--- src/bta_pkg.sv ---
`timescale 1ns / 1ps
// ============================================================================
// bta_pkg
// Shared sizes, codes and types of the block table heap allocator.
// ============================================================================
package bta_pkg;

    localparam int NUM_BLOCKS  = 1024;
    // power of two
    localparam int BLOCK_BYTES = 4096;

    localparam int BLOCK_SHIFT = $clog2(BLOCK_BYTES);
    localparam int IDX_W       = $clog2(NUM_BLOCKS);
    localparam int CNT_W       = $clog2(NUM_BLOCKS + 1);
    localparam int NEED_W      = 33 - BLOCK_SHIFT;
    localparam int BLK_W       = 32 - BLOCK_SHIFT;
    localparam int ENT_W       = 3;

    localparam int ENT_TAKEN = 0;
    localparam int ENT_FIRST = 1;
    localparam int ENT_NEXT  = 2;

    localparam logic CMD_ALLOC = 1'b0;
    localparam logic CMD_FREE  = 1'b1;

    localparam logic [1:0] ST_OK    = 2'd0;
    localparam logic [1:0] ST_NOMEM = 2'd1;
    localparam logic [1:0] ST_RANGE = 2'd2;

    typedef struct packed {
        logic [31:0]      base;
        logic [CNT_W-1:0] count;
    } bta_cfg_t;

endpackage

--- src/block_table_heap_allocator.sv ---
`timescale 1ns / 1ps
// ============================================================================
// block_table_heap_allocator
// First-fit heap allocator over a table of fixed-size blocks.
// ============================================================================
// Usage:
//   s_* carries requests: s_tuser is the command (allocate or free), s_tdata
//   holds size_bytes in the low word and address in the high word.
//   m_* returns one result per request: m_tdata is the allocated address
//   (zero on failure and on every free), m_tuser the status.
//   The APB port sets base_address (0x0) and block_count (0x4); write these
//   only while no request is in flight.
//   After reset the table is cleared one entry per cycle, and s_tready stays
//   low until that pass is done.
//   One request is in work at a time. An allocate first checks the size,
//   then reads table entries in a first-fit scan, then marks each block of
//   the run it found. A free checks the block index, then clears each
//   block of the released chain. The scan and release rate is set by the
//   single read port of the table memory.
//   A result waits in the output register while m_tready is low; the next
//   request is taken meanwhile but its result waits for the slot to empty.
// ============================================================================
module block_table_heap_allocator (
    input  logic        clk,
    input  logic        rst_n,
    input  logic        s_tvalid,
    output logic        s_tready,
    input  logic [63:0] s_tdata,    // size_bytes[31:0], address[63:32]
    input  logic        s_tuser,    // command
    output logic        m_tvalid,
    input  logic        m_tready,
    output logic [31:0] m_tdata,    // result_address[31:0]
    output logic [1:0]  m_tuser,    // status
    input  logic        psel,
    input  logic        penable,
    input  logic        pwrite,
    input  logic [2:0]  paddr,
    input  logic [31:0] pwdata,
    output logic [31:0] prdata,
    output logic        pready
);
    import bta_pkg::*;

    localparam logic REG_BASE  = 1'b0;
    localparam logic REG_COUNT = 1'b1;

    logic [31:0]      base_reg;
    logic [10:0]      count_reg;
    logic [CNT_W-1:0] live_count;
    logic             wr_en;
    bta_cfg_t         cfg;

    assign pready = 1'b1;
    assign wr_en  = psel && penable && pwrite;

    always_ff @(posedge clk or negedge rst_n)
    begin
        if (!rst_n)
        begin
            base_reg  <= '0;
            count_reg <= 11'd1024;
        end
        else if (wr_en)
        begin
            unique case (paddr[2])
                REG_BASE:  base_reg  <= pwdata;
                REG_COUNT: count_reg <= pwdata[10:0];
                default:   base_reg  <= base_reg;
            endcase
        end
    end

    always_comb
    begin
        unique case (paddr[2])
            REG_BASE:  prdata = base_reg;
            REG_COUNT: prdata = 32'(count_reg);
            default:   prdata = '0;
        endcase
    end

    // counts above the table size saturate
    assign live_count = (32'(count_reg) > 32'(NUM_BLOCKS))
                      ? CNT_W'(NUM_BLOCKS) : CNT_W'(count_reg);

    assign cfg.base  = base_reg;
    assign cfg.count = live_count;

    bta_seq u_seq (
        .clk      (clk),
        .rst_n    (rst_n),
        .cfg      (cfg),
        .s_tvalid (s_tvalid),
        .s_tready (s_tready),
        .s_tdata  (s_tdata),
        .s_tuser  (s_tuser),
        .m_tvalid (m_tvalid),
        .m_tready (m_tready),
        .m_tdata  (m_tdata),
        .m_tuser  (m_tuser)
    );

endmodule

--- src/bta_ram.sv ---
`timescale 1ns / 1ps
// ============================================================================
// bta_ram
// Generic simple dual-port RAM, one write port, one registered read port.
// ============================================================================
module bta_ram #(
    parameter int WIDTH = 8,
    parameter int DEPTH = 16
) (
    input  logic                     clk,
    input  logic                     we,
    input  logic [$clog2(DEPTH)-1:0] waddr,
    input  logic [WIDTH-1:0]         wdata,
    input  logic [$clog2(DEPTH)-1:0] raddr,
    output logic [WIDTH-1:0]         rdata
);

    logic [WIDTH-1:0] mem [DEPTH];

    always_ff @(posedge clk)
    begin
        if (we)
        begin
            mem[waddr] <= wdata;
        end
        rdata <= mem[raddr];
    end

endmodule

--- src/bta_seq.sv ---
`timescale 1ns / 1ps
// ============================================================================
// bta_seq
// Sequencer: table clear, first-fit scan, run marking and chain release.
// ============================================================================
module bta_seq (
    input  logic              clk,
    input  logic              rst_n,
    input  bta_pkg::bta_cfg_t cfg,
    input  logic              s_tvalid,
    output logic              s_tready,
    input  logic [63:0]       s_tdata,
    input  logic              s_tuser,
    output logic              m_tvalid,
    input  logic              m_tready,
    output logic [31:0]       m_tdata,
    output logic [1:0]        m_tuser
);
    import bta_pkg::*;

    localparam logic [2:0] S_CLEAR = 3'd0;
    localparam logic [2:0] S_IDLE  = 3'd1;
    localparam logic [2:0] S_ACHK  = 3'd2;
    localparam logic [2:0] S_ASCAN = 3'd3;
    localparam logic [2:0] S_AMARK = 3'd4;
    localparam logic [2:0] S_FCHK  = 3'd5;
    localparam logic [2:0] S_FSCAN = 3'd6;
    localparam logic [2:0] S_RESP  = 3'd7;

    logic [2:0]        state_reg, state_next;
    logic [IDX_W-1:0]  clr_idx_reg, clr_idx_next;
    logic [CNT_W-1:0]  rd_idx_reg, rd_idx_next;
    logic              pend_reg, pend_next;
    logic [IDX_W-1:0]  ev_idx_reg, ev_idx_next;
    logic [CNT_W-1:0]  run_reg, run_next;
    logic [IDX_W-1:0]  start_reg, start_next;
    logic [CNT_W-1:0]  left_reg, left_next;
    logic [NEED_W-1:0] need_reg, need_next;
    logic [BLK_W-1:0]  blk_reg, blk_next;
    logic              cmd_reg, cmd_next;
    logic [1:0]        st_reg, st_next;
    logic              m_tvalid_reg, m_tvalid_next;
    logic [31:0]       m_addr_reg, m_addr_next;
    logic [1:0]        m_status_reg, m_status_next;

    logic              ram_we;
    logic [IDX_W-1:0]  ram_waddr;
    logic [ENT_W-1:0]  ram_wdata;
    logic [ENT_W-1:0]  ram_rdata;
    logic              issue;
    logic [32:0]       size_sum;
    logic [31:0]       addr_off;

    bta_ram #(
        .WIDTH (ENT_W),
        .DEPTH (NUM_BLOCKS)
    ) u_table (
        .clk   (clk),
        .we    (ram_we),
        .waddr (ram_waddr),
        .wdata (ram_wdata),
        .raddr (rd_idx_reg[IDX_W-1:0]),
        .rdata (ram_rdata)
    );

    assign issue    = rd_idx_reg < cfg.count;
    assign size_sum = {1'b0, s_tdata[31:0]} + 33'(BLOCK_BYTES - 1);
    assign addr_off = s_tdata[63:32] - cfg.base;

    assign s_tready = (state_reg == S_IDLE);
    assign m_tvalid = m_tvalid_reg;
    assign m_tdata  = m_addr_reg;
    assign m_tuser  = m_status_reg;

    always_comb
    begin
        state_next    = state_reg;
        clr_idx_next  = clr_idx_reg;
        rd_idx_next   = rd_idx_reg;
        pend_next     = pend_reg;
        ev_idx_next   = ev_idx_reg;
        run_next      = run_reg;
        start_next    = start_reg;
        left_next     = left_reg;
        need_next     = need_reg;
        blk_next      = blk_reg;
        cmd_next      = cmd_reg;
        st_next       = st_reg;
        m_tvalid_next = m_tvalid_reg;
        m_addr_next   = m_addr_reg;
        m_status_next = m_status_reg;
        ram_we        = 1'b0;
        ram_waddr     = ev_idx_reg;
        ram_wdata     = '0;

        if (m_tvalid_reg && m_tready)
        begin
            m_tvalid_next = 1'b0;
        end

        // scan states read one entry ahead of the one being evaluated
        if (state_reg == S_ASCAN || state_reg == S_FSCAN)
        begin
            if (issue)
            begin
                rd_idx_next = rd_idx_reg + 1'b1;
                pend_next   = 1'b1;
                ev_idx_next = rd_idx_reg[IDX_W-1:0];
            end
            else
            begin
                pend_next = 1'b0;
            end
        end

        unique case (state_reg)
            S_CLEAR:
            begin
                ram_we       = 1'b1;
                ram_waddr    = clr_idx_reg;
                clr_idx_next = clr_idx_reg + 1'b1;
                if (clr_idx_reg == IDX_W'(NUM_BLOCKS - 1))
                begin
                    state_next = S_IDLE;
                end
            end
            S_IDLE:
            begin
                if (s_tvalid)
                begin
                    cmd_next   = s_tuser;
                    need_next  = NEED_W'(size_sum >> BLOCK_SHIFT);
                    blk_next   = BLK_W'(addr_off >> BLOCK_SHIFT);
                    state_next = (s_tuser == CMD_FREE) ? S_FCHK : S_ACHK;
                end
            end
            S_ACHK:
            begin
                rd_idx_next = '0;
                pend_next   = 1'b0;
                run_next    = '0;
                if (need_reg == '0 || 33'(need_reg) > 33'(cfg.count))
                begin
                    st_next    = ST_NOMEM;
                    state_next = S_RESP;
                end
                else
                begin
                    state_next = S_ASCAN;
                end
            end
            S_ASCAN:
            begin
                if (pend_reg)
                begin
                    if (ram_rdata[ENT_TAKEN])
                    begin
                        run_next = '0;
                    end
                    else if (run_reg + 1'b1 == CNT_W'(need_reg))
                    begin
                        start_next  = (run_reg == '0) ? ev_idx_reg : start_reg;
                        ev_idx_next = (run_reg == '0) ? ev_idx_reg : start_reg;
                        left_next   = CNT_W'(need_reg);
                        state_next  = S_AMARK;
                    end
                    else
                    begin
                        run_next = run_reg + 1'b1;
                        if (run_reg == '0)
                        begin
                            start_next = ev_idx_reg;
                        end
                    end
                end
                else if (!issue)
                begin
                    st_next    = ST_NOMEM;
                    state_next = S_RESP;
                end
            end
            S_AMARK:
            begin
                ram_we                = 1'b1;
                ram_waddr             = ev_idx_reg;
                ram_wdata[ENT_TAKEN]  = 1'b1;
                ram_wdata[ENT_FIRST]  = (ev_idx_reg == start_reg);
                ram_wdata[ENT_NEXT]   = (left_reg != CNT_W'(1));
                ev_idx_next           = ev_idx_reg + 1'b1;
                left_next             = left_reg - 1'b1;
                if (left_reg == CNT_W'(1))
                begin
                    st_next    = ST_OK;
                    state_next = S_RESP;
                end
            end
            S_FCHK:
            begin
                pend_next   = 1'b0;
                rd_idx_next = CNT_W'(blk_reg);
                if (32'(blk_reg) >= 32'(cfg.count))
                begin
                    st_next    = ST_RANGE;
                    state_next = S_RESP;
                end
                else
                begin
                    state_next = S_FSCAN;
                end
            end
            S_FSCAN:
            begin
                if (pend_reg)
                begin
                    ram_we    = 1'b1;
                    ram_waddr = ev_idx_reg;
                    if (!ram_rdata[ENT_NEXT])
                    begin
                        st_next    = ST_OK;
                        state_next = S_RESP;
                    end
                end
                else if (!issue)
                begin
                    st_next    = ST_OK;
                    state_next = S_RESP;
                end
            end
            S_RESP:
            begin
                if (!m_tvalid_reg || m_tready)
                begin
                    m_tvalid_next = 1'b1;
                    m_status_next = st_reg;
                    m_addr_next   = (cmd_reg == CMD_ALLOC && st_reg == ST_OK)
                                  ? cfg.base + (32'(start_reg) << BLOCK_SHIFT) : '0;
                    state_next    = S_IDLE;
                end
            end
            default:
            begin
                state_next = S_IDLE;
            end
        endcase
    end

    always_ff @(posedge clk or negedge rst_n)
    begin
        if (!rst_n)
        begin
            state_reg    <= S_CLEAR;
            clr_idx_reg  <= '0;
            pend_reg     <= 1'b0;
            m_tvalid_reg <= 1'b0;
        end
        else
        begin
            state_reg    <= state_next;
            clr_idx_reg  <= clr_idx_next;
            pend_reg     <= pend_next;
            m_tvalid_reg <= m_tvalid_next;
        end
    end

    always_ff @(posedge clk)
    begin
        rd_idx_reg   <= rd_idx_next;
        ev_idx_reg   <= ev_idx_next;
        run_reg      <= run_next;
        start_reg    <= start_next;
        left_reg     <= left_next;
        need_reg     <= need_next;
        blk_reg      <= blk_next;
        cmd_reg      <= cmd_next;
        st_reg       <= st_next;
        m_addr_reg   <= m_addr_next;
        m_status_reg <= m_status_next;
    end

    a_clear_no_result: assert property (@(posedge clk) disable iff (!rst_n)
        state_reg == S_CLEAR |-> !m_tvalid_reg)
        else $error("result presented during table clear");

    a_mark_writes_taken: assert property (@(posedge clk) disable iff (!rst_n)
        state_reg == S_AMARK |-> ram_we && ram_wdata[ENT_TAKEN])
        else $error("run marking without a taken write");

    a_fail_zero_addr: assert property (@(posedge clk) disable iff (!rst_n)
        m_tvalid_reg && m_status_reg != ST_OK |-> m_addr_reg == '0)
        else $error("failed request returned a nonzero address");

    a_run_below_need: assert property (@(posedge clk) disable iff (!rst_n)
        state_reg == S_ASCAN |-> 33'(run_reg) < 33'(need_reg))
        else $error("free run counter reached the request size");

endmodule
--- config.mk ---
export PLATFORM = sky130hd
export DESIGN_NAME = block_table_heap_allocator
export DESIGN_NICKNAME = d
export VERILOG_FILES = /design/src/bta_pkg.sv /design/src/block_table_heap_allocator.sv /design/src/bta_ram.sv /design/src/bta_seq.sv
export SDC_FILE = /design/constraint.sdc
export NUM_CORES = 2
export LEC_CHECK = 0
export ABC_AREA = 0
export BUFFER_PORTS_ARGS = -buffer_cell sky130_fd_sc_hd__buf_4
export CAP_MARGIN = 20
export CORE_AREA = 2 2 780 394
export CTS_CLUSTER_DIAMETER = 200
export DETAILED_ROUTE_END_ITERATION = 7
export DIE_AREA = 0 0 782 396
export SYNTH_ARGS = -nofsm -noshare
export SYNTH_HDL_FRONTEND = slang
export SYNTH_HIERARCHICAL = 1
export SYNTH_SLANG_ARGS = --single-unit
--- constraint.sdc ---
create_clock -name clk -period 52.3 [get_ports clk]
set_input_delay 2.615 -clock clk [delete_from_list [all_inputs] [get_ports clk]]
set_output_delay 2.615 -clock clk [all_outputs]
set_load 0.1 [all_outputs]
Word level (Yosys, flattened, before mapping)
Memories as Yosys holds them, arrays and structs flattened. A register that Yosys moved wholly into a read port is not among the register bits.
Index checks and enable logic that the tools add are counted.
Widths: inputs -> output; s select.
{"block": "totals", "reg_bits": 189, "ramBits": 3072, "mem_count": 1}
{"name": "u_seq.u_table.mem", "depth": 1024, "word_bits": 3, "rd": 1, "rd_clocked_by_memory_dff": 1, "write_ports": 1, "line_no": "bta_ram.sv:18", "rtl": "logic [WIDTH-1:0] mem [DEPTH];"}
{"block": "op_classes", "eq_ne": 28, "reduce_logical": 30, "addsub": 8, "bitwise_logic": 3, "mux": 55, "magnitude_cmp": 4}
{"op": "$mux 11", "n": 9}
{"op": "$mux 10", "n": 7}
{"op": "$pmux 11 s2", "n": 3}
{"op": "$pmux 32 s2", "n": 1}
{"op": "$mux 3", "n": 13}
{"op": "$add 32x12->33 const B", "n": 1}
{"op": "$add 32x22->32", "n": 1}
{"op": "$sub 32x32->32", "n": 1}
{"op": "$pmux 3 s8", "n": 1}
{"op": "$add 11x1->11 const B", "n": 2}
{"op": "$gt 21x11->1", "n": 1}
{"op": "$logic_not 21->1", "n": 1}
{"op": "$add 10x1->10 const B", "n": 2}
{"op": "$ge 20x11->1", "n": 1}
{"op": "$pmux 10 s2", "n": 1}
{"op": "$mux 2", "n": 8}
{"op": "$eq 3x3->1 const B", "n": 4}
{"op": "$ne 2x1->1 const B", "n": 6}
{"op": "$ne 3x3->1 const B", "n": 4}
{"op": "$eq 11x1->1 const B", "n": 1}
{"op": "$eq 11x11->1", "n": 1}
{"op": "$gt 11x11->1 const B", "n": 1}
{"op": "$logic_not 11->1", "n": 1}
{"op": "$lt 11x11->1", "n": 1}
{"op": "26 further kinds", "n": 56}

Depth between registers and ports, before layout
{"block": "depth", "word_depth": 9, "mapped_depth": 15}

Cells and area by module
The synthesis kept the hierarchy.
{"mod": "bta_ram", "cells_each": 6544, "area_each_um2": 123702.4, "instances": 1}
{"mod": "bta_seq", "cells_each": 983, "area_each_um2": 9820.7, "instances": 1}
{"mod": "block_table_heap_allocator", "cells_each": 142, "area_each_um2": 2103.3, "instances": 1}

Least setup slack after synthesis
No wires, ideal clock.
{"block": "synth_path", "kind": "register -> register", "startpoint": "register u_seq.state_reg[2]", "endpoint": "memory u_seq/u_table/mem[0][1] (netlist name), data pin", "path_buffers": 1, "synth_period_minus_slack_ns": 47.164, "t_arrival_ns": 39.391, "t_required_ns": 44.527, "stages_incl_launch_ff": 7, "setup_slack_ns": 5.136, "path_cell_list": "dfrtp_1 -> clkbuf_1 -> inv_1 -> or3_1 -> inv_1 -> nand4_1 -> nor3_1"}
{"block": "synth_via", "elab_chain_len": 2}
{"item": "start: declaration", "line_no": "bta_seq.sv:30", "rtl": "logic [2:0] state_reg, state_next;"}
{"item": "start signal: assignment", "line_no": "bta_seq.sv:258", "rtl": "state_reg <= state_next;"}
{"item": "$eq 3x3->1", "line_no": "bta_seq.sv:116", "rtl": "unique case (state_reg)"}
{"item": "$mux 3", "line_no": "bta_seq.sv:116"}
{"item": "via u_seq.ram_wdata[1]", "line_no": "bta_seq.sv:48", "rtl": "logic [ENT_W-1:0] ram_wdata;"}
{"item": "end: declaration", "line_no": "bta_ram.sv:18"}
The timed path passes the listed nets, and every way through them passes these cells.

==> impl_metrics.py <==
metrics = {
    "run_status": {
        "outcome": "finished, final reports clean",
    },
    "finish": {
        "drive_gt1_share_pct": 19.52,
        "largest_reg_flops": 2048,
        "finish.utilization_pct": 35.59,
        "area_growth_pct": 11.05,
        "fin_nets": 6221,
    },
    "synth": {
        "syn_area_um2": 96920,
        "syn_inst": 6043,
        "syn_area_per_cell_um2": 16.04,
        "ys_warn_count": 6,
        "synth_fp_nets": 6230,
    },
    "drt": {
        "routed_wl_mm": 279.7,
        "drtIter0Drc": 9200,
        "vias_per_cell": 5.493,
        "firstDrtPassIters": 8,
        "antenna_left": 0,
        "avgRoutedWirePerCell_um": 27.33,
        "vias": 56230,
        "drc": 0,
    },
    "clock_tree": {
        "cts_root_buffer": "clkbuf_16",
        "post_cts_resized": 0,
        "cts_buffers": 185,
        "htreeDepth": 4,
        "clkLatencyLatePin_ns": 0.87,
        "cts_tree": "built",
        "path_clk_slew_ns": 0.07,
        "postCtsHoldBufs": 0,
        "cts_sinks": 2239,
        "post_cts.repair.setup_buffers": 0,
        "clockBufferDepth": 4,
    },
    "worst_setup_path": {
        "critPathLaunchType": "register",
        "critPathMaxFanout": 99,
        "end_kind": "register",
        "r2r_start": "u_seq/rd_idx_reg[0]",
        "crit_type": "reg -> reg",
        "worstPathRequired_ns": 53.09,
        "arrival_ns": 8.61,
        "startpoint": "u_seq/rd_idx_reg[0]",
    },
    "timing": {
        "slew_violations": 0,
        "timing.final.hold_violations": 0,
        "clock_skew_ns": 0.06891,
        "setup_tns_ns": 0,
        "fmax_ghz": 0.1279,
        "rsz0062_at_grt": "false",
        "setup-violations-final": 0,
        "tightest_slew_ns": 1.282,
        "period_minus_slack_ns": 7.822,
        "maxSlewHeadroom_pct": 13.73,
        "period_share_pct": 14.96,
    },
    "power_and_ir_drop": {
        "p_leak_nw": 33.87,
        "p_per_area_nw_per_um2": 51.62,
        "ir_drop_v": 0.00005907,
        "p_total_mw": 5.555,
    },
    "place": {
        "dp_hpwl_mm": 167.7,
        "portBuffers": 172,
        "gp_congestion": 0.8677,
    },
    "global_routing": {
        "antenna_found_initial": 20,
        "grt.total_usage_pct": 17.48,
        "grt_max_degree": 256,
        "grt_overflow": 0,
        "grt_pass1_wl_mm": 396.7,
        "first_global_vias": 53980,
    },
    "die": {
        "start_util_pct": 32.05,
        "row_count": 143,
        "ios": 176,
        "die-height_um": 396,
        "dieWidth_um": 782,
        "core_um2": 302400,
        "fp.dieArea_um2": 309700,
    },
    "min_path": {
        "hold_class": "reg -> reg",
        "min_from": "u_seq/st_reg[1]",
    },
    "run": {
        "maxCapViolCount": 0,
    },
}
## path summary, 6_finish.rpt
kind                                           to  slack [ns]  depth (start not counted)
max in group asynchronous    u_seq/clr_idx_reg[8]       49.82                          1
min in group asynchronous             base_reg[7]        1.84                          1
min reg2reg                      u_seq/m_tuser[1]        0.49                          0
max reg2reg                u_seq/u_table/rdata[2]       44.48                         15
min                              u_seq/m_tuser[1]        0.49                          0
max                        u_seq/u_table/rdata[2]       44.48                         15
## report_power, final
group	leakage, nW	total, mW	internal, mW	switching [mW]
logic	10.3	1.97	0.658	1.31
registers	20.8	2.20	2.15	0.0456
clock network	2.81	1.39	0.730	0.660
## worst max-delay path, stage by stage, from the launching register on
cell      delay (ns)
edfxtp_1        0.38
buf_12          0.46
buf_12          0.62
buf_12          0.64
buf_4           0.69
buf_4           0.77
buf_4           0.75
mux4_2          0.36
and2_1          0.14
o32ai_1         0.10
buf_4           0.19
nor3_1          0.39
nand4_1         0.62
a31oi_1         0.91
o221ai_1        0.34
nand4_1         0.19
## area by class of cell
class | instances | area (um^2)
fill | 28280 | 194800
sequential | 2239 | 66830
multi-input combinational | 3185 | 26720
tap | 4060 | 5080
clock buffer | 223 | 4866
timing repair buffer | 338 | 2909
clock inverter | 103 | 892.1
inverter | 85 | 327.8
antenna | 3 | 7.507
## per-stage QoR
step / hold slack, ns / std cells / area (um^2) / setup slack [ns]
global route: 0.5088 / 10230 / 107600 / 44.02
finish: 0.4907 / 10240 / 107600 / 44.48
detailed placement: 0.4659 / 9895 / 101600 / 44.69
CTS: 0.4818 / 10220 / 107400 / 44.67
global placement: 0.4590 / 9886 / 101400 / 44.75
floorplan: 0.4444 / 6043 / 96920 / 15.00
## placed cells by master (no fill, tap or decap), types with 57 or more instances in the layout
| cell | instances |
|---|---|
| edfxtp_1 | 2169 |
| clkbuf_16 | 188 |
| o22ai_1 | 68 |
| nand2_1 | 190 |
| a21oi_1 | 96 |
| o221ai_1 | 67 |
| o21ai_0 | 80 |
| buf_4 | 310 |
| nor2_1 | 1138 |
| mux4_2 | 439 |
| xnor2_1 | 59 |
| ha_1 | 79 |
| mux2i_1 | 228 |
| dfrtp_1 | 57 |
| nor3_1 | 60 |
| inv_1 | 81 |
## per-layer routing
layer / global-route usage [%] / share of wire [%] / vias to the layer above / wire length [um]
met2: 22.80 / 39 / 3458 / 109400
met3: 7.426 / 16 / 328 / 43360
met5: 0.2001 / 0.053 / - / 148
met4: 3.029 / 1.6 / 10 / 4561
li1: - / - / 23130 / -
met1: 26.83 / 44 / 29300 / 122300
Note: power is estimated with default switching activity, not from simulation.
